--- src/elfu_pkg.sv ---
// Shared types, codes and constants of the epoch lease fencing unit.
`timescale 1ns / 1ps
package elfu_pkg;

    // Guard hash constants
    localparam logic [63:0] MIX_SEED = 64'hA3E6_19D4_70B2_5C8F;
    localparam logic [63:0] MIX_MUL1 = 64'hBF58_476D_1CE4_E5B9;
    localparam logic [63:0] MIX_MUL2 = 64'h94D0_49BB_1331_11EB;
    localparam int unsigned MIX_ROT  = 23;
    localparam int unsigned MIX_SH1  = 30;
    localparam int unsigned MIX_SH2  = 27;
    localparam int unsigned MIX_SH3  = 31;

    // Number of registered stages in the guard hash unit
    localparam int unsigned MIX_STAGES = 5;

    // Reset value of the heartbeat timeout register (ns)
    localparam logic [63:0] TIMEOUT_RESET = 64'd1000000000;

    typedef enum logic [2:0] {
        OP_CLAIM = 3'd0,
        OP_BEAT  = 3'd1,
        OP_STOP  = 3'd2,
        OP_PEEK  = 3'd3,
        OP_CLEAR = 3'd4
    } t_opcode;

    typedef enum logic [3:0] {
        RS_INVALID   = 4'd0,
        RS_ACQUIRED  = 4'd1,
        RS_RENEWED   = 4'd2,
        RS_TAKEOVER  = 4'd3,
        RS_SPLIT     = 4'd4,
        RS_OLD_EPOCH = 4'd5,
        RS_CORRUPT   = 4'd6,
        RS_RECORDED  = 4'd7,
        RS_LOST      = 4'd8,
        RS_TIME_BACK = 4'd9
    } t_status;

    typedef enum logic [1:0] {
        HL_EMPTY   = 2'd0,
        HL_LIVE    = 2'd1,
        HL_STALE   = 2'd2,
        HL_CORRUPT = 2'd3
    } t_health;

    // State update applied at commit
    typedef enum logic [2:0] {
        ACT_NONE,
        ACT_TAKE,
        ACT_BEAT_NOW,
        ACT_BEAT_ZERO,
        ACT_CLEAR
    } t_act;

    typedef enum logic [2:0] {
        S_IDLE,
        S_WAIT_CHK,
        S_DECIDE,
        S_WAIT_NEW,
        S_COMMIT,
        S_OUT
    } t_state;

    // Controller to datapath
    typedef struct packed {
        logic capture;
        logic hash_start;
        logic hash_sel_new;
        logic decide;
        logic commit;
    } t_cmd;

    // Datapath to controller
    typedef struct packed {
        logic hash_done;
        logic take;
    } t_sts;

endpackage

--- src/elfu_ctrl.sv ---
// Lease controller: sequences capture, guard hashes, decision and commit.
`timescale 1ns / 1ps
module elfu_ctrl
    import elfu_pkg::*;
(
    input  logic i_clk,
    input  logic i_rst_n,
    input  logic i_in_valid,
    input  logic i_out_ready,
    input  t_sts i_sts,
    output logic o_in_ready,
    output logic o_out_valid,
    output t_cmd o_cmd
);

    t_state r_state;
    t_state n_state;

    // State register
    always_ff @(posedge i_clk) begin
        if (!i_rst_n) begin
            r_state <= S_IDLE;
        end else begin
            r_state <= n_state;
        end
    end

    // Next state and commands
    always_comb begin
        n_state     = r_state;
        o_in_ready  = 1'b0;
        o_out_valid = 1'b0;
        o_cmd       = '0;
        unique case (r_state)
            S_IDLE: begin
                o_in_ready = 1'b1;
                if (i_in_valid) begin
                    // Check guard of the stored lease while the request settles
                    o_cmd.capture    = 1'b1;
                    o_cmd.hash_start = 1'b1;
                    n_state          = S_WAIT_CHK;
                end
            end
            S_WAIT_CHK: begin
                if (i_sts.hash_done) begin
                    n_state = S_DECIDE;
                end
            end
            S_DECIDE: begin
                o_cmd.decide = 1'b1;
                if (i_sts.take) begin
                    o_cmd.hash_start   = 1'b1;
                    o_cmd.hash_sel_new = 1'b1;
                    n_state            = S_WAIT_NEW;
                end else begin
                    n_state = S_COMMIT;
                end
            end
            S_WAIT_NEW: begin
                if (i_sts.hash_done) begin
                    n_state = S_COMMIT;
                end
            end
            S_COMMIT: begin
                o_cmd.commit = 1'b1;
                n_state      = S_OUT;
            end
            S_OUT: begin
                o_out_valid = 1'b1;
                if (i_out_ready) begin
                    n_state = S_IDLE;
                end
            end
            default: begin
                n_state = S_IDLE;
            end
        endcase
    end

endmodule

--- config.mk ---
export PLATFORM = sky130hd
export DESIGN_NAME = elfu_ctrl
export DESIGN_NICKNAME = d
export VERILOG_FILES = /design/src/elfu_pkg.sv /design/src/elfu_ctrl.sv
export SDC_FILE = /design/constraint.sdc
export NUM_CORES = 1
export LEC_CHECK = 0
export ABC_CLOCK_PERIOD_IN_PS = 2890
export BUFFER_PORTS_ARGS = -buffer_cell sky130_fd_sc_hd__buf_2
export CORE_AREA = 10 10 47 49
export DETAILED_ROUTE_END_ITERATION = 6
export DIE_AREA = 0 0 57 59
export PLACE_DENSITY_LB_ADDON = 0.15
export SYNTH_ARGS = -nofsm -noshare
export SYNTH_HDL_FRONTEND = slang
export SYNTH_SLANG_ARGS = --single-unit
export TNS_END_PERCENT = 100
--- constraint.sdc ---
create_clock -name i_clk -period 2.89 [get_ports i_clk]
set_clock_uncertainty 0.15 [all_clocks]
set_input_delay 0.1445 -clock i_clk [delete_from_list [all_inputs] [get_ports i_clk]]
set_output_delay 0.1445 -clock i_clk [all_outputs]
set_load 0.01 [all_outputs]
==> results.rst, run 1 <==
.. list-table::
   :header-rows: 1

   * - Metric
     - Value
   * - Capture instance of the worst register-to-register path
     - r_state[0]$_SDFFE_PN0P_
   * - Number of enable-type register cells in the synthesized netlist
     - 0
   * - Worst min-delay path class
     - in2reg
   * - Startpoint of the worst-slack reg-to-reg timing path
     - r_state[0]$_SDFFE_PN0P_
   * - Remaining global-route overflow
     - 0
   * - Flip-flop and latch count after synthesis
     - 3
   * - Post-synthesis to final-layout area growth
     - 34.0%
   * - Total routing usage reported by global routing
     - roughly 5.2%
   * - Combined area of all synthesized cells
     - 250 µm²
   * - TritonCTS clock tree
     - built
   * - RSZ-0062 raised after global routing
     - false
   * - Crit path buf inv count
     - 1
   * - Clk root buf
     - clkbuf_4
   * - Data arrival time of the worst path
     - 1.43 ns
   * - Number of rows in the core area
     - 14
   * - Count of cells along the worst register-to-register path
     - 3
   * - Utilization after layout
     - 23.9%
   * - Fill cell instance count of the final layout
     - 156
   * - Leakage component of the power
     - 0.000158 µW
   * - Critical-path maximum fanout
     - 10
   * - Switching power
     - 63.2 µW
   * - Power per unit of standard cell area
     - 572 nW/µm²
   * - Worst hold endpoint
     - r_state[0]$_SDFFE_PN0P_
   * - Final worst-path cycle share
     - about 60%
   * - Initial antenna violation count
     - 0
   * - Remaining antenna violation count
     - 0
   * - Net total in the final layout
     - 49
   * - Startpoint type of the worst setup path
     - flip-flop
   * - Leading cell types by total area after synthesis
     - dfxtp_1, o311ai_2, nor3b_1, and2_1, nand2b_1
   * - Synthesized net count
     - 35
   * - Max FFs per register
     - 3
   * - Fraction of power spent switching nets
     - 32.9%
   * - Antenna cells
     - 0
   * - # port buffers
     - 12
   * - Fraction of post-synthesis cell area in the top cell type by area
     - 24.0%
   * - Count of boundary I/O pins
     - 13
   * - Finish-stage setup viols
     - 0
   * - Avg WL per Cell
     - 13.5 µm
   * - Clock period minus final worst setup slack
     - about 1.7 ns
   * - Pint
     - 129 µW
   * - Share of flip-flops with an asynchronous set or reset after synthesis
     - 0%
   * - Die width
     - 57 µm
   * - Fmax achieved
     - 581 MHz
   * - Global-route wire length before repair
     - 1.37 mm
   * - Primary FF master, synth
     - dfxtp_1
   * - Hold Path Origin
     - i_rst_n
   * - Worst Max-Slew Pin Slew
     - 0.392 ns
   * - Slowest library cell on the worst path
     - dfxtp_1
   * - CTS buffer count
     - 3
   * - Data required time at the worst endpoint
     - ~2.6 ns
   * - Critical path's top delay family
     - simple AND/OR/NAND/NOR gates
   * - Hold slack
     - 0.0264 ns
   * - Number of cells produced by synthesis
     - 29
   * - Half-perimeter wire length after placement
     - roughly 600 µm
   * - Gate power share
     - 29.5%
   * - Cell chain of the critical path
     - nor3b_1 -> and2_1 -> or2_1 -> buf_2
   * - Count of different cell masters after synthesis
     - 20
   * - Overall die height
     - 59 µm
   * - Relative slew margins
     - around 73%
   * - Met3 wire length
     - between 100 and 150 µm
   * - Total wire length after detailed routing
     - 783 µm
   * - Total Neg Setup Slack
     - 0 ns
   * - Cts repair resizes
     - 0
   * - Highest routed metal layer
     - met3
   * - Initial core utilization
     - around 18%
   * - DIE AREA
     - 3360 µm²
   * - Result of the run
     - completed
   * - Most flop-heavy register
     - r_state
   * - Largest registers in the final layout
     - r_state (3)
   * - Crit Path Category
     - reg2out
   * - Warnings from Yosys
     - 0
   * - Final Hold Viols
     - 0
   * - Post-route cell area
     - 335 µm²
   * - Part of the Yosys area used for sequential elements
     - 24.0%
   * - Met2 layer wire length in the routed design
     - 286 µm
   * - Delay of the slowest cell on the worst path
     - 0.51 ns
   * - Per-cell via count in the routed design
     - 4.50
   * - Clk_lat worst skew
     - 0.24 ns
   * - Weighted congestion at the end of routability-driven global placement
     - around 0.70
   * - Proportion of layout cells with a drive suffix above 1
     - 40.5%
   * - Detailed-router iteration count before antenna repair
     - 2
   * - First DRT Iteration DRCs
     - 2
   * - # DRC
     - 0
   * - Maximum buffer depth of the clock tree
     - 2
   * - Number of buffers inserted to repair setup after CTS
     - 0
   * - Pin count of the biggest net entering global routing
     - 12
   * - Mean cell area of the mapped netlist
     - ~8.6 µm²
   * - Number of vias after detailed routing
     - approximately 260
   * - Cts-stage hold buffer count
     - 0
   * - Placed cell area
     - 309 µm²
   * - Worst Setup End Kind
     - output port
   * - Worst reg2reg setup slack
     - 1.34 ns
   * - Core area
     - ~1400 µm²
   * - Number of sinks on the clock net
     - 3
   * - Post-CTS clock slew at the launch and capture registers of the worst setup and hold paths
     - 0.04 ns
   * - Sequential power share
     - 31.1%
   * - Max-slew violation count
     - 0
   * - Portion of total power attributed to the clock network
     - 39.3%
   * - Maximum capacitance violations
     - 0
   * - Maximum level of the CTS H-tree
     - 1
   * - Worst supply voltage drop on vdd
     - 0.000174 V
   * - Library cell with the largest summed area after synthesis
     - dfxtp_1
   * - Via count of the first global-routing pass
     - 308
   * - Sum of routed wire segments on met1
     - 382 µm
   * - Cell depth of the worst hold path
     - 2
-- through the flow --
step	worst slack [ns]	power, µW	cells
6_report	1.17	192	58
5_1_grt	1.05	212	58
3_3_place_gp	1.38	117	54
4_1_cts	1.14	197	58
2_1_floorplan	1.37	100	29
3_5_place_dp	1.35	117	54
-- area by class of cell --
type                       instances  area (µm²)  share of cell area, %
timing repair buffer              12        60.1                   17.9
clock buffer                       4        26.3                   7.84
multi-input combinational         20         158                   47.0
inverter                           3        11.3                   3.36
sequential                         3        60.1                   17.9
tap                               16        20.0                   5.97
-- power by group through the flow --
stage	combinational [µW]	clock [µW]	sequential, µW
final	56.7	75.5	59.7
after global routing	65.0	86.1	61.1
after CTS	58.3	79.8	58.9
after detailed placement	57.9	0	59.5
after global placement	57.7	0	58.9
after floorplan	51.4	0	48.6
-- layout by cell type (no fill, tap or decap), types with 2 or more instances in the layout --
| master | netlist | final |
|---|---|---|
| clkbuf_4 | 0 | 3 |
| nor3b_1 | 2 | 2 |
| dfxtp_1 | 3 | 3 |
| nand2b_1 | 2 | 2 |
| inv_1 | 3 | 3 |
| and2_1 | 2 | 2 |
| a21oi_1 | 2 | 2 |
| buf_2 | 2 | 12 |
-- metal layers --
layer / vias to the layer above / global-route usage, %
met5: - / 0
met4: 0 / 3.02
met3: 0 / 4.51
met2: 13 / 6.51
met1: 116 / 5.73
li1: 132 / -
-- cells by family (layout without fill, tap and decap cells) --
kind of cell / count (synthesis) / after routing / share of synthesized area, %
AO/OA/AOI/OAI: 7 / 7 / 23.5
AND/OR/NAND/NOR: 12 / 12 / 36.0
buffers and inverters: 6 / 19 / 13.0
XOR/XNOR: 1 / 1 / 3.50
flip-flops: 3 / 3 / 24.0
-- worst max-delay path by stage --
stage                             from  slack, ns  cells past startpoint                       to
3_3_place_gp   r_state[0]$_SDFFE_PN0P_       1.38                      3  r_state[0]$_SDFFE_PN0P_
2_1_floorplan  r_state[1]$_SDFFE_PN0P_       1.37                      4                 o_cmd[3]
4_1_cts        r_state[1]$_SDFFE_PN0P_       1.14                      4                 o_cmd[3]
6_report       r_state[1]$_SDFFE_PN0P_       1.17                      4                 o_cmd[3]
3_5_place_dp   r_state[0]$_SDFFE_PN0P_       1.35                      3  r_state[0]$_SDFFE_PN0P_
5_1_grt        r_state[1]$_SDFFE_PN0P_       1.05                      4                 o_cmd[3]
-- cells in the mapped netlist (all sizes together) (2+ instances only) --
master,count
buf,3
dfxtp,3
inv,3
a21oi,2
and2,2
nand2b,2
nor3b,2
Power figures use the tool's default switching activity.
==> inputs of run 2 (changes only) <==
--- a/config.mk
+++ b/config.mk
@@ -5,7 +5,7 @@
 export SDC_FILE = /design/constraint.sdc
 export NUM_CORES = 1
 export LEC_CHECK = 0
-export ABC_CLOCK_PERIOD_IN_PS = 2890
+export ABC_CLOCK_PERIOD_IN_PS = 1690
 export BUFFER_PORTS_ARGS = -buffer_cell sky130_fd_sc_hd__buf_2
 export CORE_AREA = 10 10 47 49
 export DETAILED_ROUTE_END_ITERATION = 6
==> constraint.sdc (replaced) <==
create_clock -name i_clk -period 1.69 [get_ports i_clk]
set_clock_uncertainty 0.15 [all_clocks]
set_input_delay 0.0845 -clock i_clk [delete_from_list [all_inputs] [get_ports i_clk]]
set_output_delay 0.0845 -clock i_clk [all_outputs]
set_load 0.01 [all_outputs]
==> results.rst, run 2 (synthesis results as in run 1) <==
.. list-table::
   :header-rows: 1

   * - Metric
     - Value
   * - # DRC
     - 0 (unchanged)
   * - Data arrival time of the worst path
     - 1.31 ns (was 1.43 ns)
   * - Most flop-heavy register
     - r_state (unchanged)
   * - Startpoint type of the worst setup path
     - flip-flop (unchanged)
   * - Pint
     - 225 µW (was 129 µW)
   * - Crit Path Category
     - reg2out (unchanged)
   * - Finish-stage setup viols
     - 0 (unchanged)
   * - Power per unit of standard cell area
     - 927 nW/µm² (was 572 nW/µm²)
   * - Utilization after layout
     - 25.6% (was 23.9%)
   * - Post-CTS clock slew at the launch and capture registers of the worst setup and hold paths
     - 0.03 ns (was 0.04 ns)
   * - Overall die height
     - 59 µm (unchanged)
   * - Delay of the slowest cell on the worst path
     - 0.42 ns (was 0.51 ns)
   * - Worst Max-Slew Pin Slew
     - 0.385 ns (was 0.392 ns)
   * - Portion of total power attributed to the clock network
     - 38.7% (was 39.3%)
   * - Final worst slack
     - 0.146 ns (was 1.17 ns)
   * - Total wire length after detailed routing
     - 777 µm (was 783 µm)
   * - Hold slack
     - 0.0574 ns (was 0.0264 ns)
   * - Met2 demand-to-capacity share in global routing
     - 6.82% (was 6.51%)
   * - Global Route met3 Usage
     - 4.29% (was 4.51%)
   * - Worst min-delay path class
     - in2reg (unchanged)
   * - Worst Setup End Kind
     - output port (unchanged)
   * - Number of rows in the core area
     - 14 (unchanged)
   * - Global-route wire length before repair
     - 1.41 mm (was 1.37 mm)
   * - Maximum buffer depth of the clock tree
     - 2 (unchanged)
   * - Initial antenna violation count
     - 0 (unchanged)
   * - Maximum level of the CTS H-tree
     - 1 (unchanged)
   * - Total Power Consumption
     - 333 µW (was 192 µW)
   * - Count of boundary I/O pins
     - 13 (unchanged)
   * - Fraction of power spent switching nets
     - 32.3% (was 32.9%)
   * - Highest-count cells in the layout ignoring fill and taps
     - buf_2, inv_1, clkbuf_4, dfxtp_2 (was buf_2, inv_1, clkbuf_4, dfxtp_1)
   * - Maximum capacitance violations
     - 0 (unchanged)
   * - Max FFs per register
     - 3 (unchanged)
   * - Net total in the final layout
     - 51 (was 49)
   * - Final Hold Viols
     - 0 (unchanged)
   * - Relative slew margins
     - 73.7% (was 73.2%)
   * - Cell chain of the critical path
     - nor3b_1 -> and2_1 -> or2_1 -> buf_2 (unchanged)
   * - Worst supply voltage drop on vdd
     - 0.000306 V (was 0.000174 V)
   * - Weighted congestion at the end of routability-driven global placement
     - 0.704 (unchanged)
   * - Setup slack after placement
     - 0.153 ns (was 1.35 ns)
   * - Detailed-router iteration count before antenna repair
     - 2 (unchanged)
   * - Number of sinks on the clock net
     - 3 (unchanged)
   * - # port buffers
     - 12 (unchanged)
   * - Antenna cells
     - 0 (unchanged)
   * - Largest registers in the final layout
     - r_state (3) (unchanged)
   * - Clk_lat worst skew
     - 0.24 ns (about the same)
   * - Total routing usage reported by global routing
     - 5.28% (was 5.20%)
   * - Final worst-path cycle share
     - between 90% and 100%
   * - Leakage component of the power
     - 0.000167 µW (was 0.000158 µW)
   * - Sequential power share
     - 31.1% (about the same)
   * - Half-perimeter wire length after placement
     - 602 µm (unchanged)
   * - Remaining antenna violation count
     - 0 (unchanged)
   * - Result of the run
     - completed (unchanged)
   * - Number of vias after detailed routing
     - 270 (was 261)
   * - Met1 usage
     - 5.85% (was 5.73%)
   * - Most common library cell in the layout ignoring fill and taps
     - buf_2 (unchanged)
   * - Gate power share
     - 30.2% (was 29.5%)
   * - Clk root buf
     - clkbuf_4 (unchanged)
   * - Pin count of the biggest net entering global routing
     - 12 (unchanged)
   * - Remaining global-route overflow
     - 0 (unchanged)
   * - Slowest library cell on the worst path
     - dfxtp_2 (was dfxtp_1)
   * - Switching power
     - 108 µW (was 63.2 µW)
   * - Per-cell via count in the routed design
     - 4.50 (unchanged)
   * - Fmax achieved
     - approximately 650 MHz
   * - CTS buffer count
     - 3 (unchanged)
   * - Max-slew violation count
     - 0 (unchanged)
   * - Total Neg Setup Slack
     - 0 ns (unchanged)
   * - RSZ-0062 raised after global routing
     - false (unchanged)
   * - Avg WL per Cell
     - 13.0 µm (was 13.5 µm)
   * - Data required time at the worst endpoint
     - 1.46 ns (was 2.60 ns)
   * - Initial core utilization
     - 17.9% (unchanged)
   * - Via count of the first global-routing pass
     - 316 (was 308)
   * - TritonCTS clock tree
     - built (unchanged)
   * - Clock period minus final worst setup slack
     - 1.54 ns
   * - Critical-path maximum fanout
     - 10 (unchanged)
   * - Core area
     - 1400 µm² (unchanged)
   * - Most used routing layer
     - met2 (unchanged)
   * - DIE AREA
     - 3360 µm² (unchanged)
   * - Proportion of layout cells with a drive suffix above 1
     - 45.5% (was 40.5%)
   * - First DRT Iteration DRCs
     - 4 (was 2)
   * - Die width
     - 57 µm (unchanged)
   * - Fill cell instance count of the final layout
     - 155 (was 156)
   * - Post-synthesis to final-layout area growth
     - 43.5% (was 34.0%)
==> run 2: power groups by stage <==
| stage | clock (µW) | sequential (µW) | combinational, µW |
|---|---|---|---|
| after floorplan | 0 | 83.2 | 88.0 |
| after global placement | 0 | 101 | 98.6 |
| after detailed placement | 0 | 102 | 99.1 |
| after CTS | 136 | 101 | 103 |
| after global routing | 147 | 106 | 115 |
| final | 129 | 103 | 100 |
==> run 2: layout make-up <==
type	instances	area [µm²]	area share, %
multi-input combinational	20	158	43.9
timing repair buffer	14	80.1	22.3
sequential	3	63.8	17.8
clock buffer	4	26.3	7.32
tap	16	20.0	5.57
inverter	3	11.3	3.14
==> run 2: through the flow <==
| step | instance area, µm² | std cells |
|---|---|---|
| final | 359 | 60 |
| after global routing | 359 | 60 |
| after CTS | 355 | 60 |
| after detailed placement | 309 | 54 |
| after global placement | 309 | 54 |
| after floorplan | 250 | 29 |
==> run 2: repair_timing <==
action / in CTS / in global routing
hold buffers: 2 / 0
hold endpoints to repair: 2 / 0
buffers inserted: 0 / 0
resized for setup: 0 / 3
endpoints found under the setup margin: 0 / 2
==> run 2: metal layers <==
layer | wire (µm) | share of wire (%)
met2 | 303 | 39
met4 | 0 | 0
met3 | 110 | 14
met1 | 363 | 47
met5 | 0 | 0
==> run 2: path summary, 6_finish.rpt <==
path / end / cells after the start / startpoint / slack, ns
min: r_state[1]$_SDFFE_PN0P_ / 3 / i_sts[1] / 0.06
min reg2reg: r_state[1]$_SDFFE_PN0P_ / 1 / r_state[2]$_SDFFE_PN0P_ / 0.41
max reg2reg: r_state[0]$_SDFFE_PN0P_ / 3 / r_state[0]$_SDFFE_PN0P_ / 0.25
max: o_cmd[3] / 4 / r_state[1]$_SDFFE_PN0P_ / 0.15
==> run 2: critical path: cells and delay by family, from the launching register on <==
kind,cells,cell delay [ns]
buf+inv,1,0.12
flops,1,0.42
simple gates,3,0.55
==> inputs of run 3 (changes only) <==
--- a/config.mk
+++ b/config.mk
@@ -10,7 +10,7 @@
 export CORE_AREA = 10 10 47 49
 export DETAILED_ROUTE_END_ITERATION = 6
 export DIE_AREA = 0 0 57 59
-export PLACE_DENSITY_LB_ADDON = 0.15
+export PLACE_DENSITY_LB_ADDON = 0.08
 export SYNTH_ARGS = -nofsm -noshare
 export SYNTH_HDL_FRONTEND = slang
 export SYNTH_SLANG_ARGS = --single-unit
==> results.rst, run 3 (synthesis results as in run 1) <==
.. list-table::
   :header-rows: 1

   * - Metric
     - Value
   * - Overall die height
     - 59 µm (unchanged)
   * - Pint
     - 228 µW (was 225 µW)
   * - Total wire length after detailed routing
     - 703 µm (was 777 µm)
   * - Detailed-router iteration count before antenna repair
     - 1 (was 2)
   * - Global-route wire length before repair
     - 1.21 mm (was 1.41 mm)
   * - Total routing usage reported by global routing
     - 4.57% (was 5.28%)
   * - Avg WL per Cell
     - 11.5 µm (was 13.0 µm)
   * - Worst Setup End Kind
     - output port (unchanged)
   * - Most common library cell in the layout ignoring fill and taps
     - buf_2 (unchanged)
   * - Utilization after layout
     - 26.0% (was 25.6%)
   * - Number of rows in the core area
     - 14 (unchanged)
   * - RSZ-0062 raised after global routing
     - false (unchanged)
   * - Result of the run
     - completed (unchanged)
   * - Switching power
     - 103 µW (was 108 µW)
   * - Startpoint type of the worst setup path
     - flip-flop (unchanged)
   * - Startpoint of the worst-slack reg-to-reg timing path
     - r_state[2]$_SDFFE_PN0P_ (was r_state[0]$_SDFFE_PN0P_)
   * - Sequential power share
     - 29.1% (was 31.1%)
   * - Setup slack after placement
     - 0.245 ns (was 0.153 ns)
   * - Net total in the final layout
     - 52 (was 51)
   * - Antenna cells
     - 0 (unchanged)
   * - Per-cell via count in the routed design
     - 4.36 (was 4.50)
   * - Total Power Consumption
     - 331 µW (was 333 µW)
   * - Maximum capacitance violations
     - 0 (unchanged)
   * - Worst hold endpoint
     - r_state[1]$_SDFFE_PN0P_ (unchanged)
   * - Post-route cell area
     - 364 µm² (was 359 µm²)
   * - Final worst-path cycle share
     - 92.4% (was 91.4%)
   * - Number of vias after detailed routing
     - 266 (was 270)
   * - Post-synthesis to final-layout area growth
     - 45.5% (was 43.5%)
   * - Gate power share
     - 33.3% (was 30.2%)
   * - Portion of total power attributed to the clock network
     - 37.6% (was 38.7%)
   * - Final worst slack
     - 0.129 ns (was 0.146 ns)
   * - Leakage component of the power
     - 0.000171 µW (was 0.000167 µW)
   * - Remaining antenna violation count
     - 0 (unchanged)
   * - # DRC
     - 0 (unchanged)
   * - Worst supply voltage drop on vdd
     - 0.000612 V (was 0.000306 V)
   * - Number of sinks on the clock net
     - 3 (unchanged)
   * - Final Hold Viols
     - 0 (unchanged)
   * - Critical-path maximum fanout
     - 10 (unchanged)
   * - Relative slew margins
     - 75.3% (was 73.7%)
   * - Initial antenna violation count
     - 0 (unchanged)
   * - Maximum level of the CTS H-tree
     - 1 (unchanged)
   * - Most flop-heavy register
     - r_state (unchanged)
   * - Highest-count cells in the layout ignoring fill and taps
     - buf_2, inv_1, clkbuf_4 (was buf_2, inv_1, clkbuf_4, dfxtp_2)
   * - Hold Path Origin
     - i_sts[1] (unchanged)
   * - Max-slew violation count
     - 0 (unchanged)
   * - Total Neg Setup Slack
     - 0 ns (unchanged)
   * - Max FFs per register
     - 3 (unchanged)
   * - Finish-stage setup viols
     - 0 (unchanged)
   * - Maximum buffer depth of the clock tree
     - 2 (unchanged)
   * - # port buffers
     - 12 (unchanged)
   * - Worst reg2reg setup slack
     - 0.25 ns (about the same)
   * - Fill cell instance count of the final layout
     - 156 (was 155)
   * - DIE AREA
     - 3360 µm² (unchanged)
   * - Power per unit of standard cell area
     - 909 nW/µm² (was 927 nW/µm²)
   * - Initial core utilization
     - 17.9% (unchanged)
   * - Capture instance of the worst register-to-register path
     - r_state[0]$_SDFFE_PN0P_ (unchanged)
   * - Placed cell area
     - 317 µm² (was 309 µm²)
   * - Worst min-delay path class
     - in2reg (unchanged)
   * - CTS buffer count
     - 3 (unchanged)
   * - Fraction of power spent switching nets
     - 31.0% (was 32.3%)
   * - Core area
     - 1400 µm² (unchanged)
   * - Largest registers in the final layout
     - r_state (3) (unchanged)
   * - Proportion of layout cells with a drive suffix above 1
     - 42.2% (was 45.5%)
   * - Clock period minus final worst setup slack
     - 1.56 ns (was 1.54 ns)
   * - Fmax achieved
     - 641 MHz (was 648 MHz)
   * - Via count of the first global-routing pass
     - 271 (was 316)
   * - Weighted congestion at the end of routability-driven global placement
     - 0.776 (was 0.704)
   * - Pin count of the biggest net entering global routing
     - 11 (was 12)
   * - Clk root buf
     - clkbuf_4 (unchanged)
   * - Data arrival time of the worst path
     - 1.33 ns (was 1.31 ns)
   * - First DRT Iteration DRCs
     - 0 (was 4)
   * - Worst Max-Slew Pin Slew
     - 0.362 ns (was 0.385 ns)
   * - Cell depth of the worst hold path
     - 3 (unchanged)
   * - Count of cells along the worst register-to-register path
     - 3 (unchanged)
   * - Die width
     - 57 µm (unchanged)
   * - Remaining global-route overflow
     - 0 (unchanged)
   * - Number of buffers inserted to repair setup after CTS
     - 0 (unchanged)
   * - Crit Path Category
     - reg2out (unchanged)
   * - Post-CTS clock slew at the launch and capture registers of the worst setup and hold paths
     - 0.04 ns (was 0.03 ns)
   * - TritonCTS clock tree
     - built (unchanged)
   * - Clk_lat worst skew
     - 0.23 ns (was 0.24 ns)
   * - Count of boundary I/O pins
     - 13 (unchanged)
   * - Data required time at the worst endpoint
     - 1.46 ns (about the same)
[run 3: final cells by class]
class / count / area (µm²) / area share (%)
clock buffer: 4 / 26.3 / 7.22
inverter: 3 / 11.3 / 3.09
multi-input combinational: 20 / 158 / 43.3
sequential: 3 / 61.3 / 16.8
tap: 16 / 20.0 / 5.50
timing repair buffer: 15 / 87.6 / 24.1
[run 3: power groups by stage]
stage,Clock [µW],Sequential [µW],Combinational [µW]
after global placement,0,97.5,111
after CTS,129,95.2,111
after detailed placement,0,96.5,109
after global routing,146,98.8,121
final,124,96.3,110
after floorplan,0,83.2,88.0
[run 3: how the worst max path moves through the flow]
stage	from	end	slack, ns
detailed placement	r_state[1]$_SDFFE_PN0P_	r_state[2]$_SDFFE_PN0P_	0.25
CTS	r_state[1]$_SDFFE_PN0P_	o_cmd[3]	0.08
finish	r_state[2]$_SDFFE_PN0P_	o_cmd[3]	0.13
global placement	r_state[1]$_SDFFE_PN0P_	r_state[1]$_SDFFE_PN0P_	0.22
global route	r_state[2]$_SDFFE_PN0P_	o_cmd[3]	0.01
floorplan	r_state[1]$_SDFFE_PN0P_	o_cmd[3]	0.23
[run 3: critical path, cell delays in order, from the launching register on]
cell	delay, ns
dfxtp_1	0.48
nor3b_1	0.10
and2_1	0.17
or2_1	0.21
buf_2	0.14
[run 3: per-stage QoR]
step	instances	hold WS, ns
after floorplan	29	0.0750
after global placement	55	0.213
after detailed placement	55	0.214
after CTS	60	0.00905
after global routing	61	0.0675
final	61	0.0562
[run 3: timing repair]
item                                   CTS  global route
hold buffers                             1             1
setup endpoints to repair                0             1
gates resized for setup                  0             1
endpoints found under the hold margin    3             1
[run 3: routing by layer]
| layer | vias up | wire (µm) | GRT usage (%) |
|---|---|---|---|
| met5 | - | 0 | 0 |
| met4 | 0 | 0 | 2.01 |
| met3 | 0 | 30 | 3.22 |
| met2 | 4 | 406 | 8.37 |
| met1 | 124 | 267 | 3.65 |
| li1 | 138 | - | - |
